**src/hdl/hce_pkg.sv**
```systemverilog
package hce_pkg;

  localparam int MAX_CODE_BITS_DEF = 64;
  localparam int WORD_W            = 64;
  localparam int LEN_W             = 6;
  localparam int PAR_W             = 3;
  localparam int SYN_W             = 7;
  localparam logic [LEN_W-1:0] DATA_LEN_RST = 6'd4;

  typedef struct packed {
    logic              req_type;
    logic [WORD_W-1:0] word;
  } hce_in_t;

  typedef struct packed {
    logic [WORD_W-1:0] code_word;
    logic [SYN_W-1:0]  syndrome;
    logic              error_found;
    logic [PAR_W-1:0]  parity_count;
  } hce_out_t;

  typedef struct packed {
    logic [LEN_W-1:0] len;
    logic [PAR_W-1:0] par;
    logic [SYN_W-1:0] total;
  } hce_cfg_t;

  localparam logic REQ_ENCODE = 1'b0;
  localparam logic REQ_CHECK  = 1'b1;

  function automatic logic [PAR_W-1:0] parity_bits(input logic [SYN_W-1:0] n);
    int r;
    r = 0;
    for (int i = 0; i < 8; i++) begin
      if ((1 << r) < int'(n) + r + 1) begin
        r++;
      end
    end
    return PAR_W'(r);
  endfunction

  function automatic int max_len(input int max_bits);
    int best;
    best = 1;
    for (int n = 1; n < (1 << LEN_W); n++) begin
      if (n + int'(parity_bits(SYN_W'(n))) <= max_bits) begin
        best = n;
      end
    end
    return best;
  endfunction

  function automatic hce_cfg_t cfg_of(input logic [LEN_W-1:0] raw, input int nmax);
    hce_cfg_t c;
    logic [LEN_W-1:0] n;
    n = (raw == '0) ? LEN_W'(1) : raw;
    if (int'(n) > nmax) begin
      n = LEN_W'(nmax);
    end
    c.len   = n;
    c.par   = parity_bits({1'b0, n});
    c.total = {1'b0, n} + {4'b0000, c.par};
    return c;
  endfunction

  function automatic bit is_pow2(input int k);
    return (k & (k - 1)) == 0;
  endfunction

  // Data bit index carried by a position that is not a power of two.
  function automatic int data_idx(input int k);
    int cnt;
    cnt = 0;
    for (int i = 0; i < SYN_W; i++) begin
      if ((1 << i) <= k) begin
        cnt++;
      end
    end
    return k - 1 - cnt;
  endfunction

  // Positions whose 1-based index has the given bit set.
  function automatic logic [WORD_W-1:0] sel_mask(input int i);
    logic [WORD_W-1:0] m;
    m = '0;
    for (int k = 1; k <= WORD_W; k++) begin
      m[k-1] = ((k >> i) & 1) != 0;
    end
    return m;
  endfunction

endpackage

```
**src/hdl/hamming_code_encode_check.sv**
```systemverilog
// Channel  Ports                              Direction  Handshake
// input    start, busy, in_data               in         start high and busy low
// result   out_valid, out_data                out        out_valid strobe, one cycle
// config   cfg_valid, cfg_ready, cfg_data     in         cfg_valid and cfg_ready high
//
// A word is taken in every cycle; busy is never raised.
// Each result appears once its word has passed the register stages, for one cycle only.
// The three register stages are masking and placement,
// syndrome parity trees, and result assembly.
// Reset clears the pipeline valid bits and sets the data length to four.
// The receiver cannot stall, so no result is ever held back.
module hamming_code_encode_check #(
  parameter int MAX_CODE_BITS = hce_pkg::MAX_CODE_BITS_DEF
) (
  input  logic                       clk,
  input  logic                       rst_n,
  input  logic                       start,
  output logic                       busy,
  input  hce_pkg::hce_in_t           in_data,
  output logic                       out_valid,
  output hce_pkg::hce_out_t          out_data,
  input  logic                       cfg_valid,
  output logic                       cfg_ready,
  input  logic [hce_pkg::LEN_W-1:0]  cfg_data
);
  import hce_pkg::*;

  localparam int NMAX = max_len(MAX_CODE_BITS);

  hce_cfg_t cfg_r;
  logic     accept;

  assign busy      = 1'b0;
  assign cfg_ready = 1'b1;
  assign accept    = start && !busy;

  always_ff @(posedge clk) begin
    if (!rst_n) begin
      cfg_r <= cfg_of(DATA_LEN_RST, NMAX);
    end else if (cfg_valid && cfg_ready) begin
      cfg_r <= cfg_of(cfg_data, NMAX);
    end
  end

  hce_pipe #(
    .MAX_CODE_BITS(MAX_CODE_BITS)
  ) u_pipe (
    .clk     (clk),
    .rst_n   (rst_n),
    .in_vld  (accept),
    .in_data (in_data),
    .cfg     (cfg_r),
    .out_vld (out_valid),
    .out_data(out_data)
  );

endmodule

```
**src/hdl/hce_pipe.sv**
```systemverilog
module hce_pipe #(
  parameter int MAX_CODE_BITS = hce_pkg::MAX_CODE_BITS_DEF
) (
  input  logic             clk,
  input  logic             rst_n,
  input  logic             in_vld,
  input  hce_pkg::hce_in_t in_data,
  input  hce_pkg::hce_cfg_t cfg,
  output logic             out_vld,
  output hce_pkg::hce_out_t out_data
);
  import hce_pkg::*;

  logic [WORD_W-1:0]        data_m;
  logic [MAX_CODE_BITS-1:0] enc_pos;
  logic [MAX_CODE_BITS-1:0] chk_pos;
  logic [MAX_CODE_BITS-1:0] par_vec;
  logic [MAX_CODE_BITS-1:0] s1_pos_nxt;
  logic [SYN_W-1:0]         syn_nxt;
  hce_out_t                 out_nxt;

  logic                     s1_vld_r;
  logic                     s1_type_r;
  logic [PAR_W-1:0]         s1_par_r;
  logic [MAX_CODE_BITS-1:0] s1_pos_r;
  logic                     s2_vld_r;
  logic                     s2_type_r;
  logic [PAR_W-1:0]         s2_par_r;
  logic [MAX_CODE_BITS-1:0] s2_pos_r;
  logic [SYN_W-1:0]         s2_syn_r;
  logic                     out_vld_r;
  hce_out_t                 out_data_r;

  // Stage one: mask unused bits and spread the data over the code positions, or on check mask the received word.
  assign data_m  = in_data.word & ~({WORD_W{1'b1}} << cfg.len);
  assign chk_pos = in_data.word[MAX_CODE_BITS-1:0] & ~({MAX_CODE_BITS{1'b1}} << cfg.total);

  for (genvar k = 1; k <= MAX_CODE_BITS; k++) begin : g_pos
    if (is_pow2(k)) begin : g_par
      assign enc_pos[k-1] = 1'b0;
      assign par_vec[k-1] = s2_syn_r[$clog2(k)];
    end else begin : g_dat
      assign enc_pos[k-1] = data_m[data_idx(k)];
      assign par_vec[k-1] = 1'b0;
    end
  end

  assign s1_pos_nxt = (in_data.req_type == REQ_CHECK) ? chk_pos : enc_pos;

  // Stage two: each syndrome bit is the parity of the positions selecting it.
  for (genvar i = 0; i < SYN_W; i++) begin : g_syn
    localparam logic [WORD_W-1:0] SEL = sel_mask(i);
    assign syn_nxt[i] = ^(s1_pos_r & SEL[MAX_CODE_BITS-1:0]);
  end

  // Stage three: on encode the parity bits sit at the power-of-two positions; on check the syndrome is given.
  always_comb begin
    out_nxt.parity_count = s2_par_r;
    if (s2_type_r == REQ_CHECK) begin
      out_nxt.code_word   = '0;
      out_nxt.syndrome    = s2_syn_r;
      out_nxt.error_found = (s2_syn_r != '0);
    end else begin
      out_nxt.code_word   = WORD_W'(s2_pos_r | par_vec);
      out_nxt.syndrome    = '0;
      out_nxt.error_found = 1'b0;
    end
  end

  always_ff @(posedge clk) begin
    if (!rst_n) begin
      s1_vld_r  <= 1'b0;
      s2_vld_r  <= 1'b0;
      out_vld_r <= 1'b0;
    end else begin
      s1_vld_r  <= in_vld;
      s2_vld_r  <= s1_vld_r;
      out_vld_r <= s2_vld_r;
    end
  end

  always_ff @(posedge clk) begin
    s1_type_r  <= in_data.req_type;
    s1_par_r   <= cfg.par;
    s1_pos_r   <= s1_pos_nxt;
    s2_type_r  <= s1_type_r;
    s2_par_r   <= s1_par_r;
    s2_pos_r   <= s1_pos_r;
    s2_syn_r   <= syn_nxt;
    out_data_r <= out_nxt;
  end

  assign out_vld  = out_vld_r;
  assign out_data = out_data_r;

endmodule

```
**config.mk**
```make
export PLATFORM = sky130hd
export DESIGN_NAME = hamming_code_encode_check
export DESIGN_NICKNAME = d
export VERILOG_FILES = /design/src/hdl/hce_pkg.sv /design/src/hdl/hamming_code_encode_check.sv /design/src/hdl/hce_pipe.sv
export SDC_FILE = /design/constraint.sdc
export NUM_CORES = 1
export LEC_CHECK = 0
export ABC_AREA = 0
export BUFFER_PORTS_ARGS = -buffer_cell sky130_fd_sc_hd__buf_2
export CAP_MARGIN = 0
export CORE_UTILIZATION = 25
export DETAILED_ROUTE_END_ITERATION = 12
export PLACE_DENSITY = 0.41
export SYNTH_ARGS = -nofsm -noshare
export SYNTH_HDL_FRONTEND = slang
export SYNTH_HIERARCHICAL = 1
export SYNTH_SLANG_ARGS = --single-unit
```
**constraint.sdc**
```tcl
create_clock -name clk -period 22.1 [get_ports clk]
set_input_delay 1.105 -clock clk [delete_from_list [all_inputs] [get_ports clk]]
set_output_delay 1.105 -clock clk [all_outputs]
set_load 0.02 [all_outputs]
```
==> results.json, run 1 <==
{
  "grt_max_degree": 53,
  "synthAdderAreaFrac_pct": 10.29,
  "insertion_delay_ns": 0.55,
  "ys_ff_latch": 236,
  "port_buffers": 150,
  "start_kind": "input port",
  "holdPathStages": 0,
  "cap_violations": 0,
  "tritoncts": "done",
  "drt-initial-drc-count": 573,
  "timing_worst_setup_path_type": "input port to register",
  "initial_core_util_pct": 25.35,
  "slew_headroom_pct": 37.89,
  "die_h_um": 222.1,
  "async_reset_ff_share_pct": 0,
  "dr_total_vias": 9636,
  "slowest_delay_ns": 0.47,
  "final_hold_viol_count": 0,
  "placedInstanceArea_mm2": 0.01370,
  "regArea_mm2": 0.004726,
  "synth_top_family_by_area": "compound AO/OA/AOI/OAI gates",
  "gr-total-overflow": 0,
  "wire_per_inst_um": 19.11,
  "rrSetupSlack_ns": 19.96,
  "antenna_cells": 0,
  "synthMuxAreaShare_pct": 1.530,
  "grt_use_total_pct": 15.81,
  "clock-sinks": 236,
  "drt-total-wl_um": 39430,
  "pre_cts_ws_ns": 1.063,
  "min_from": "u_pipe/s1_pos_r[63]",
  "hpwl_um": 31220,
  "synth_compound_area_share_pct": 17.57,
  "final_common_cell": "dfxtp_1",
  "final_cell_area_mm2": 0.01467,
  "cts_resized": 0,
  "root_buffer": "clkbuf_16",
  "setup_viol": 0,
  "ys_warn_count": 6,
  "synth.avg_cell_area_um2": 9.577,
  "remaining_drc_errors": 0,
  "status": "complete, no violations",
  "grt_pass1_wl_um": 59640,
  "rsz0062_at_grt": "false",
  "nFillCells": 5006,
  "htree_levels": 1,
  "yosys.area_share.simple_pct": 16.38,
  "fin_setup_tns_ns": 0,
  "cts_max_path_buffers": 3,
  "end_kind": "register",
  "antenna_found_initial": 6,
  "drtAntennaViolNets": 0,
  "drive_above_1_share_pct": 20.63,
  "synth_area_mm2": 0.01211,
  "r2r-start": "u_pipe/s1_pos_r[29]",
  "worst_r2r_path_depth": 5,
  "final-instance-count-excl-fill": 2064,
  "rows": 80,
  "syn_inst": 1264,
  "required_ns": 22.53,
  "reg2reg_to": "u_pipe/s2_syn_r[2]",
  "vias_per_cell": 4.669,
  "drtPass1Iterations": 5,
  "synth-main-ff-cell": "dfxtp_1",
  "synth_edf_count": 0,
  "slew_viol_final": 0,
  "syn_to_final_growth_pct": 21.17,
  "coreArea_mm2": 0.04775,
  "yosys.cell_types.count": 103,
  "period_needed_ns": 20.27,
  "cts_setup_buffers": 0,
  "place.gp.congestion": 0.8836,
  "multi_input_area_mm2": 0.006977,
  "cpMostUsedCell": "ha_1",
  "dp_cells": 2017,
  "clock-skew-final_ns": 0.02880,
  "cts_buffers": 26,
  "postCtsHoldBufs": 0,
  "min_period_over_period_pct": 91.74,
  "crit_path_top_delay_cell": "or3_1",
  "ys_seq_area_share_pct": 39.03,
  "tightest_slew_ns": 0.9282,
  "dieArea_mm2": 0.04931,
  "fp.dieW_um": 222.1,
  "clk_pin_slew_ns": 0.06,
  "layout_common_cells": "dfxtp_1 (235), buf_2 (150), xnor2_1 (110)",
  "fin_ws_ns": 1.825,
  "crit_fanout": 17,
  "hold_path_end": "u_pipe/s2_pos_r[63]",
  "arrival_ns": 20.71,
  "finalNetCount": 1598,
  "ios": 153,
  "synth_xor_area_share_pct": 11.60,
  "hold_class": "register to register",
  "max_freq_ghz": 0.04932,
  "grt_pass1_vias": 9681
}
[cells by family after synthesis]
family                     after synthesis
muxes                                   15
DFF                                    236
xor gates and xnor gates               143
buffers and inverters                  106
AOI/OAI and AO/OA                      289
adders and majority gates               96
and+or+nand+nor                        377
other                                    2
[routing by layer]
metal	track usage [%]	vias to the layer above	part of all wire [%]
met5	0	-	0.11
met4	5.085	8	3.1
met1	19.58	4520	43
li1	-	4751	-
met2	27.99	278	49
met3	2.213	79	4.5
[worst max-delay path: cells and delay by family]
family / cells / cell delay [ns]
fa+ha+maj: 22 / 6.36
simple gates: 19 / 3.08
buf+inv: 9 / 1.10
xor+xnor: 8 / 1.22
compound gates: 40 / 7.78
[state kept, by name, indices dropped and copies added, names as in the netlist, 3 cells and up]
register         cells
u_pipe/out_data     75
cfg_r               16
u_pipe/s2_syn_r      6
u_pipe/s1_pos_r     64
u_pipe/s2_par_r      3
u_pipe/s1_par_r      3
u_pipe/s2_pos_r     64
[cell type report]
class / instances / share of cell area (%)
inverter: 50 / 1.297
timing repair buffer: 189 / 7.114
multi-input combinational: 927 / 47.56
sequential: 236 / 32.22
clock buffer: 29 / 4.649
clock inverter: 18 / 1.911
tap: 615 / 5.246
[synthesized netlist by cell type (all sizes together) (15+ instances only)]
| cell type | n | area, µm² |
|---|---|---|
| a21o | 21 | 157.7 |
| a21oi | 36 | 183.9 |
| and2 | 29 | 183.9 |
| and3 | 15 | 93.84 |
| clkbuf | 45 | 168.9 |
| dfxtp | 236 | 4725 |
| ha | 86 | 1076 |
| inv | 48 | 182.7 |
| nand2 | 100 | 390.4 |
| nand3 | 36 | 185.2 |
| nor2 | 54 | 202.7 |
| nor2b | 77 | 481.7 |
| nor3 | 16 | 91.34 |
| o211ai | 24 | 180.2 |
| o21ai | 89 | 456.7 |
| xnor2 | 118 | 1094 |
| xor2 | 19 | 173.9 |
[metrics by stage]
stage                     util [%]  hold slack (ns)
after floorplan                  -           0.3096
after global routing         30.72           0.3370
after detailed placement     28.69           0.3149
final                        30.72           0.3262
after global placement       28.69           0.3134
after CTS                    30.71           0.3298
[worst max-delay path by stage]
stage / depth (start not counted) / start / slack [ns] / end
finish: 98 / cfg_data[5] / 1.83 / cfg_r[4]
CTS: 97 / cfg_data[5] / 1.60 / cfg_r[4]
global route: 97 / cfg_data[5] / 0.12 / cfg_r[4]
floorplan: 101 / cfg_data[4] / 1.38 / cfg_r[4]
global placement: 95 / cfg_data[5] / 1.17 / cfg_r[4]
detailed placement: 98 / cfg_data[5] / 1.06 / cfg_r[4]
Power of run 1 is left out: the tool's default activity adds up to more than one toggle a clock period on the data nets, which glitch-free logic cannot reach.
==> run 2: changes to the inputs <==
--- a/config.mk
+++ b/config.mk
@@ -6,11 +6,13 @@
 export NUM_CORES = 1
 export LEC_CHECK = 0
 export ABC_AREA = 0
-export BUFFER_PORTS_ARGS = -buffer_cell sky130_fd_sc_hd__buf_2
 export CAP_MARGIN = 0
+export CORE_ASPECT_RATIO = 0.5
+export CORE_MARGIN = 4
 export CORE_UTILIZATION = 25
 export DETAILED_ROUTE_END_ITERATION = 12
-export PLACE_DENSITY = 0.41
+export DONT_BUFFER_PORTS = 1
+export PLACE_DENSITY = 0.39
 export SYNTH_ARGS = -nofsm -noshare
 export SYNTH_HDL_FRONTEND = slang
 export SYNTH_HIERARCHICAL = 1
==> run 2 against run 1 <==
Register-to-register slack worse by 0.12 ns; via count down 5.9%; design area down 6.1%; clock-buffer cell count up 1.
==> results.json, run 2 (synthesized netlist as in run 1, its figures left out) <==
{
  "status": "complete, no violations",
  "cts_buffers": 25,
  "reg2reg_to": "u_pipe/s1_pos_r[28]",
  "hpwl_um": 30210,
  "rows": 56,
  "max_freq_ghz": 0.04854,
  "start_kind": "input port",
  "slowest_delay_ns": 0.50,
  "crit_fanout": 11,
  "ios": 153,
  "initial_core_util_pct": 25.56,
  "grt_use_total_pct": 14.24,
  "slew_headroom_pct": 35.90,
  "setup_viol": 0,
  "min_period_over_period_pct": 93.23,
  "die_h_um": 163.6,
  "drive_above_1_share_pct": 10.23,
  "htree_levels": 1,
  "dr_total_vias": 9067,
  "final_hold_viol_count": 0,
  "clock-sinks": 236,
  "grt_pass1_wl_um": 58150,
  "end_kind": "register",
  "dieArea_mm2": 0.05222,
  "fp.dieW_um": 319.2,
  "holdPathStages": 0,
  "vias_per_cell": 4.725,
  "min_from": "u_pipe/s1_type_r",
  "grt_max_degree": 73,
  "tritoncts": "done",
  "grt_pass1_vias": 9312,
  "cap_violations": 0,
  "tightest_slew_ns": 0.9579,
  "clk_pin_slew_ns": 0.06,
  "coreArea_mm2": 0.04737,
  "required_ns": 22.53,
  "syn_to_final_growth_pct": 13.79,
  "fin_setup_tns_ns": 0,
  "rsz0062_at_grt": "false",
  "timing_worst_setup_path_type": "input port to register",
  "finalNetCount": 1431,
  "clock-skew-final_ns": 0.01235,
  "nFillCells": 4993,
  "layout_common_cells": "dfxtp_1 (235), xnor2_1 (110), nand2_1 (96)",
  "place.gp.congestion": 0.8910,
  "hold_class": "register to register",
  "remaining_drc_errors": 0,
  "insertion_delay_ns": 0.54,
  "r2r-start": "cfg_r[5]",
  "worst-path-buf-inv": 8,
  "hold_path_end": "u_pipe/s2_type_r",
  "cts_max_path_buffers": 3,
  "rrSetupSlack_ns": 19.84,
  "worst_r2r_path_depth": 4,
  "crit_path_top_delay_cell": "or4_1",
  "gr-total-overflow": 0,
  "postCtsHoldBufs": 0,
  "drtPass1Iterations": 7,
  "arrival_ns": 21.04,
  "largest_reg_flops": 75,
  "slew_viol_final": 0,
  "antenna_found_initial": 1,
  "wire_per_inst_um": 20.18,
  "final_common_cell": "dfxtp_1",
  "period_needed_ns": 20.60,
  "root_buffer": "clkbuf_16",
  "drt-initial-drc-count": 539,
  "crit_family": "compound AO/OA/AOI/OAI gates",
  "cpMostUsedCell": "ha_1",
  "drt-total-wl_um": 38720,
  "drtAntennaViolNets": 0,
  "port_buffers": 0
}
-- run 2: changes by cell type in the layout (fill, tap and decap cells not counted), moves of 2 or more --
cell,before,now
buf_2,150,0
buf_4,39,23
bufinv_16,6,4
clkinv_2,1,5
clkinvlp_4,7,2
-- run 2: per-stage QoR --
step	cells	setup WS [ns]	hold WS, ns	utilization [%]	area (µm²)
2_1_floorplan	1269	1.379	0.3096	-	12120
5_1_grt	1919	0.02674	0.3334	29.08	13770
6_report	1919	1.497	0.3270	29.08	13770
3_5_place_dp	1872	0.7060	0.3150	27.12	12840
3_3_place_gp	1872	1.267	0.3107	27.12	12840
4_1_cts	1916	1.251	0.3285	28.96	13720
-- run 2: worst max-delay path by stage --
| stage | startpoint | cells past startpoint | endpoint | slack (ns) |
|---|---|---|---|---|
| 2_1_floorplan | cfg_data[4] | 101 | cfg_r[4] | 1.38 |
| 3_3_place_gp | cfg_data[2] | 99 | cfg_r[4] | 1.27 |
| 3_5_place_dp | cfg_data[2] | 99 | cfg_r[4] | 0.71 |
| 4_1_cts | cfg_data[2] | 99 | cfg_r[4] | 1.25 |
| 5_1_grt | cfg_data[5] | 99 | cfg_r[4] | 0.03 |
| 6_report | cfg_data[2] | 96 | cfg_r[4] | 1.50 |
-- run 2: metal layers --
| layer | GRT usage, % | share of wire [%] | up-vias | wire (µm) |
|---|---|---|---|---|
| met2 | 25.39 | 49 | 213 | 19100 |
| met3 | 1.709 | 3.3 | 72 | 1278 |
| li1 | - | - | 4409 | - |
| met5 | 0 | 0 | - | 0 |
| met4 | 5.265 | 3.9 | 0 | 1496 |
| met1 | 17.76 | 44 | 4373 | 16850 |
-- run 2: worst reg2reg max path, delay by kind of cell, from the launching register on --
family	cells	cell delay, ns
AND/OR/NAND/NOR	3	1.07
flip-flops	1	0.58
AO/OA/AOI/OAI	1	0.47
-- run 2: repair_timing --
action,CTS,global route
hold endpoints to repair,0,0
setup buffers,0,2
endpoints found under the setup margin,0,6
gates resized for setup,0,8
-- run 2: cell type report --
cell class / instances / area (µm²) / area share (%)
Antenna cell: 1 / 2.502 / 0.01817
Clock buffer: 30 / 674.4 / 4.896
Tap cell: 638 / 798.3 / 5.795
Inverter: 50 / 190.2 / 1.381
Clock inverter: 14 / 197.7 / 1.435
Sequential cell: 236 / 4726 / 34.31
Multi-Input combinational cell: 927 / 7013 / 50.91
Timing Repair Buffer: 23 / 172.7 / 1.254
Power of run 2 is left out for the same reason.
==> run 3: changes to the inputs <==
--- a/config.mk
+++ b/config.mk
@@ -12,8 +12,8 @@
 export CORE_UTILIZATION = 25
 export DETAILED_ROUTE_END_ITERATION = 12
 export DONT_BUFFER_PORTS = 1
-export PLACE_DENSITY = 0.39
+export PLACE_DENSITY = 0.37
+export REMOVE_ABC_BUFFERS = 1
 export SYNTH_ARGS = -nofsm -noshare
 export SYNTH_HDL_FRONTEND = slang
-export SYNTH_HIERARCHICAL = 1
 export SYNTH_SLANG_ARGS = --single-unit
==> constraint.sdc (replaced) <==
create_clock -name clk -period 26.7 [get_ports clk]
set_input_delay 1.335 -clock clk [delete_from_list [all_inputs] [get_ports clk]]
set_output_delay 1.335 -clock clk [all_outputs]
set_load 0.02 [all_outputs]
==> run 3 against run 2 <==
Register-to-register slack improved by 4.5 ns; largest cell class unchanged; setup slack better by 1.1 ns; non-clock buffer count decreased by 13; first-iteration DRC count down 5.8%; synthesized area fell by 2.2%.
==> results.json, run 3 <==
{
  "period_needed_ns": 24.14,
  "timing_worst_setup_path_type": "input port to register",
  "drtPass1Iterations": 6,
  "dp_cells": 1875,
  "finalNetCount": 1432,
  "slew_headroom_pct": 41.84,
  "grt_pass1_vias": 9380,
  "clk_pin_slew_ns": 0.06,
  "tritoncts": "done",
  "syn_inst": 1281,
  "synth_top_area_cell": "dfxtp_1",
  "worst-path-stages": 97,
  "setup_viol": 0,
  "crit_path_top_delay_cell": "o21ai_0",
  "antenna_found_initial": 1,
  "dr_wl_met2_um": 19180,
  "htree_levels": 1,
  "synth_area_mm2": 0.01184,
  "ios": 153,
  "rows": 56,
  "final_hold_viol_count": 0,
  "syn_to_final_growth_pct": 12.65,
  "slew_viol_final": 0,
  "cts_buffers": 25,
  "ys_warn_count": 0,
  "ys_seq_area_share_pct": 39.91,
  "rsz0062_at_grt": "false",
  "nFillCells": 5009,
  "wl_met3_um": 1492,
  "drtAntennaViolNets": 0,
  "grt_max_degree": 73,
  "synth-main-ff-cell": "dfxtp_1",
  "synth.avg_cell_area_um2": 9.241,
  "crit_family": "compound AO/OA/AOI/OAI gates",
  "synth_most_common_cell": "dfxtp_1",
  "yosys-top-cells-count": "dfxtp_1 (236), xnor2_1 (122), nand2_1 (100), ha_1 (86), nor2_1 (84)",
  "drt-total-wl_um": 38530,
  "cts_resized": 0,
  "r2r-start": "cfg_r[13]",
  "gr-total-overflow": 0,
  "wl_met1_um": 16610,
  "arrival_ns": 24.60,
  "clock-skew-final_ns": 0.009680,
  "crit_path_end": "cfg_r[4]",
  "hold_class": "register to register",
  "root_buffer": "clkbuf_16",
  "place.gp.congestion": 0.8966,
  "worst_r2r_path_depth": 4,
  "dieArea_mm2": 0.05111,
  "largest_reg_flops": 75,
  "wire_per_inst_um": 20.06,
  "postCtsHoldBufs": 0,
  "cpMostUsedCell": "ha_1",
  "cts_setup_buffers": 0,
  "end_kind": "register",
  "required_ns": 27.16,
  "final-instance-count-excl-fill": 1921,
  "critical_path.startpoint": "cfg_data[3]",
  "insertion_delay_ns": 0.55,
  "status": "complete, no violations",
  "tightest_slew_ns": 0.8633,
  "grt_pass1_wl_um": 58420,
  "ys_ff_latch": 236,
  "final_common_cell": "dfxtp_1",
  "synthTopCellsByArea": "dfxtp_1 (40%), ha_1 (9.1%), xnor2_1 (9.0%), nor2b_1 (3.6%), o21ai_0 (3.4%)",
  "fin_setup_tns_ns": 0,
  "synth_edf_count": 0,
  "cap_violations": 0,
  "layout_common_cells": "dfxtp_1 (235), xnor2_1 (122), nand2_1 (100)",
  "remaining_drc_errors": 0,
  "drt-initial-drc-count": 508,
  "rrSetupSlack_ns": 24.32,
  "vias_per_cell": 4.648,
  "yosysTopAreaCellShare_pct": 39.91,
  "fp.dieW_um": 315.7,
  "crit_fanout": 24,
  "die_h_um": 161.9,
  "cts_max_path_buffers": 3,
  "reg2reg_to": "u_pipe.s1_pos_r[34]",
  "clock-sinks": 236,
  "yosys.cell_types.count": 85,
  "initial_core_util_pct": 25.29,
  "async_reset_ff_share_pct": 0,
  "min_period_over_period_pct": 90.43,
  "dr_total_vias": 8928,
  "start_kind": "input port",
  "hpwl_um": 30020,
  "top_layer_used": "met4",
  "coreArea_mm2": 0.04680,
  "slowest_delay_ns": 0.72,
  "drive_above_1_share_pct": 7.488,
  "max_freq_ghz": 0.04142,
  "grt_use_total_pct": 14.81,
  "worst-path-buf-inv": 7,
  "port_buffers": 0
}
==> run 3: cell count changes in the layout (fill, tap and decap cells not counted), moves of 8 or more <==
cell      change
a21oi_1      +10
a32o_1       +10
buf_4        -13
nor2_1       +31
nor2b_1       -8
o211ai_1      +9
o32ai_1       -8
xnor2_1      +12
==> run 3: stage by stage <==
| step | utilization, % | worst slack, ns | instance area, µm² | hold WS (ns) |
|---|---|---|---|---|
| finish | 28.49 | 2.555 | 13340 | 0.3266 |
| global route | 28.49 | 0.2311 | 13340 | 0.3334 |
| CTS | 28.49 | 2.582 | 13330 | 0.3269 |
| detailed placement | 26.69 | 2.105 | 12490 | 0.3121 |
| global placement | 26.69 | 2.735 | 12490 | 0.3114 |
| floorplan | - | 4.555 | 11620 | 0.3096 |
==> run 3: worst min-delay path by stage <==
stage,start,end,slack [ns],cells after the start
finish,u_pipe.s1_par_r[0],u_pipe.s2_par_r[0],0.33,0
global route,u_pipe.s1_type_r,u_pipe.s2_type_r,0.33,0
CTS,u_pipe.s1_par_r[0],u_pipe.s2_par_r[0],0.33,0
detailed placement,u_pipe.s1_par_r[0],u_pipe.s2_par_r[0],0.31,0
global placement,u_pipe.s1_type_r,u_pipe.s2_type_r,0.31,0
floorplan,u_pipe.s2_par_r[0],u_pipe.out_data[0],0.31,0
==> run 3: kinds of logic after synthesis <==
| group | count (synthesis) | share of synthesized area [%] |
|---|---|---|
| other | 2 | 0.06344 |
| AOI/OAI and AO/OA | 268 | 15.77 |
| adders and majority gates | 96 | 10.53 |
| and+or+nand+nor | 406 | 17.45 |
| buffers and inverters | 111 | 3.678 |
| muxes | 13 | 1.268 |
| DFF | 236 | 39.91 |
| xor gates and xnor gates | 149 | 11.33 |
==> run 3: area by class of cell <==
class / count / area, µm² / area share [%]
multi-input cells: 939 / 6696 / 50.22
clock buffers: 34 / 729.5 / 5.470
flip-flops and latches: 236 / 4726 / 35.44
well taps: 638 / 798.3 / 5.986
repair buffers: 10 / 75.07 / 0.5630
clock inverters: 11 / 112.6 / 0.8444
diodes: 1 / 2.502 / 0.01877
inverters: 52 / 195.2 / 1.464
==> run 3: metal layers <==
layer	track usage [%]	vias to the layer above
li1	-	4382
met1	18.43	4271
met2	26.83	217
met3	2.027	58
met4	4.199	0
met5	0	-
Power of run 3 is left out for the same reason.
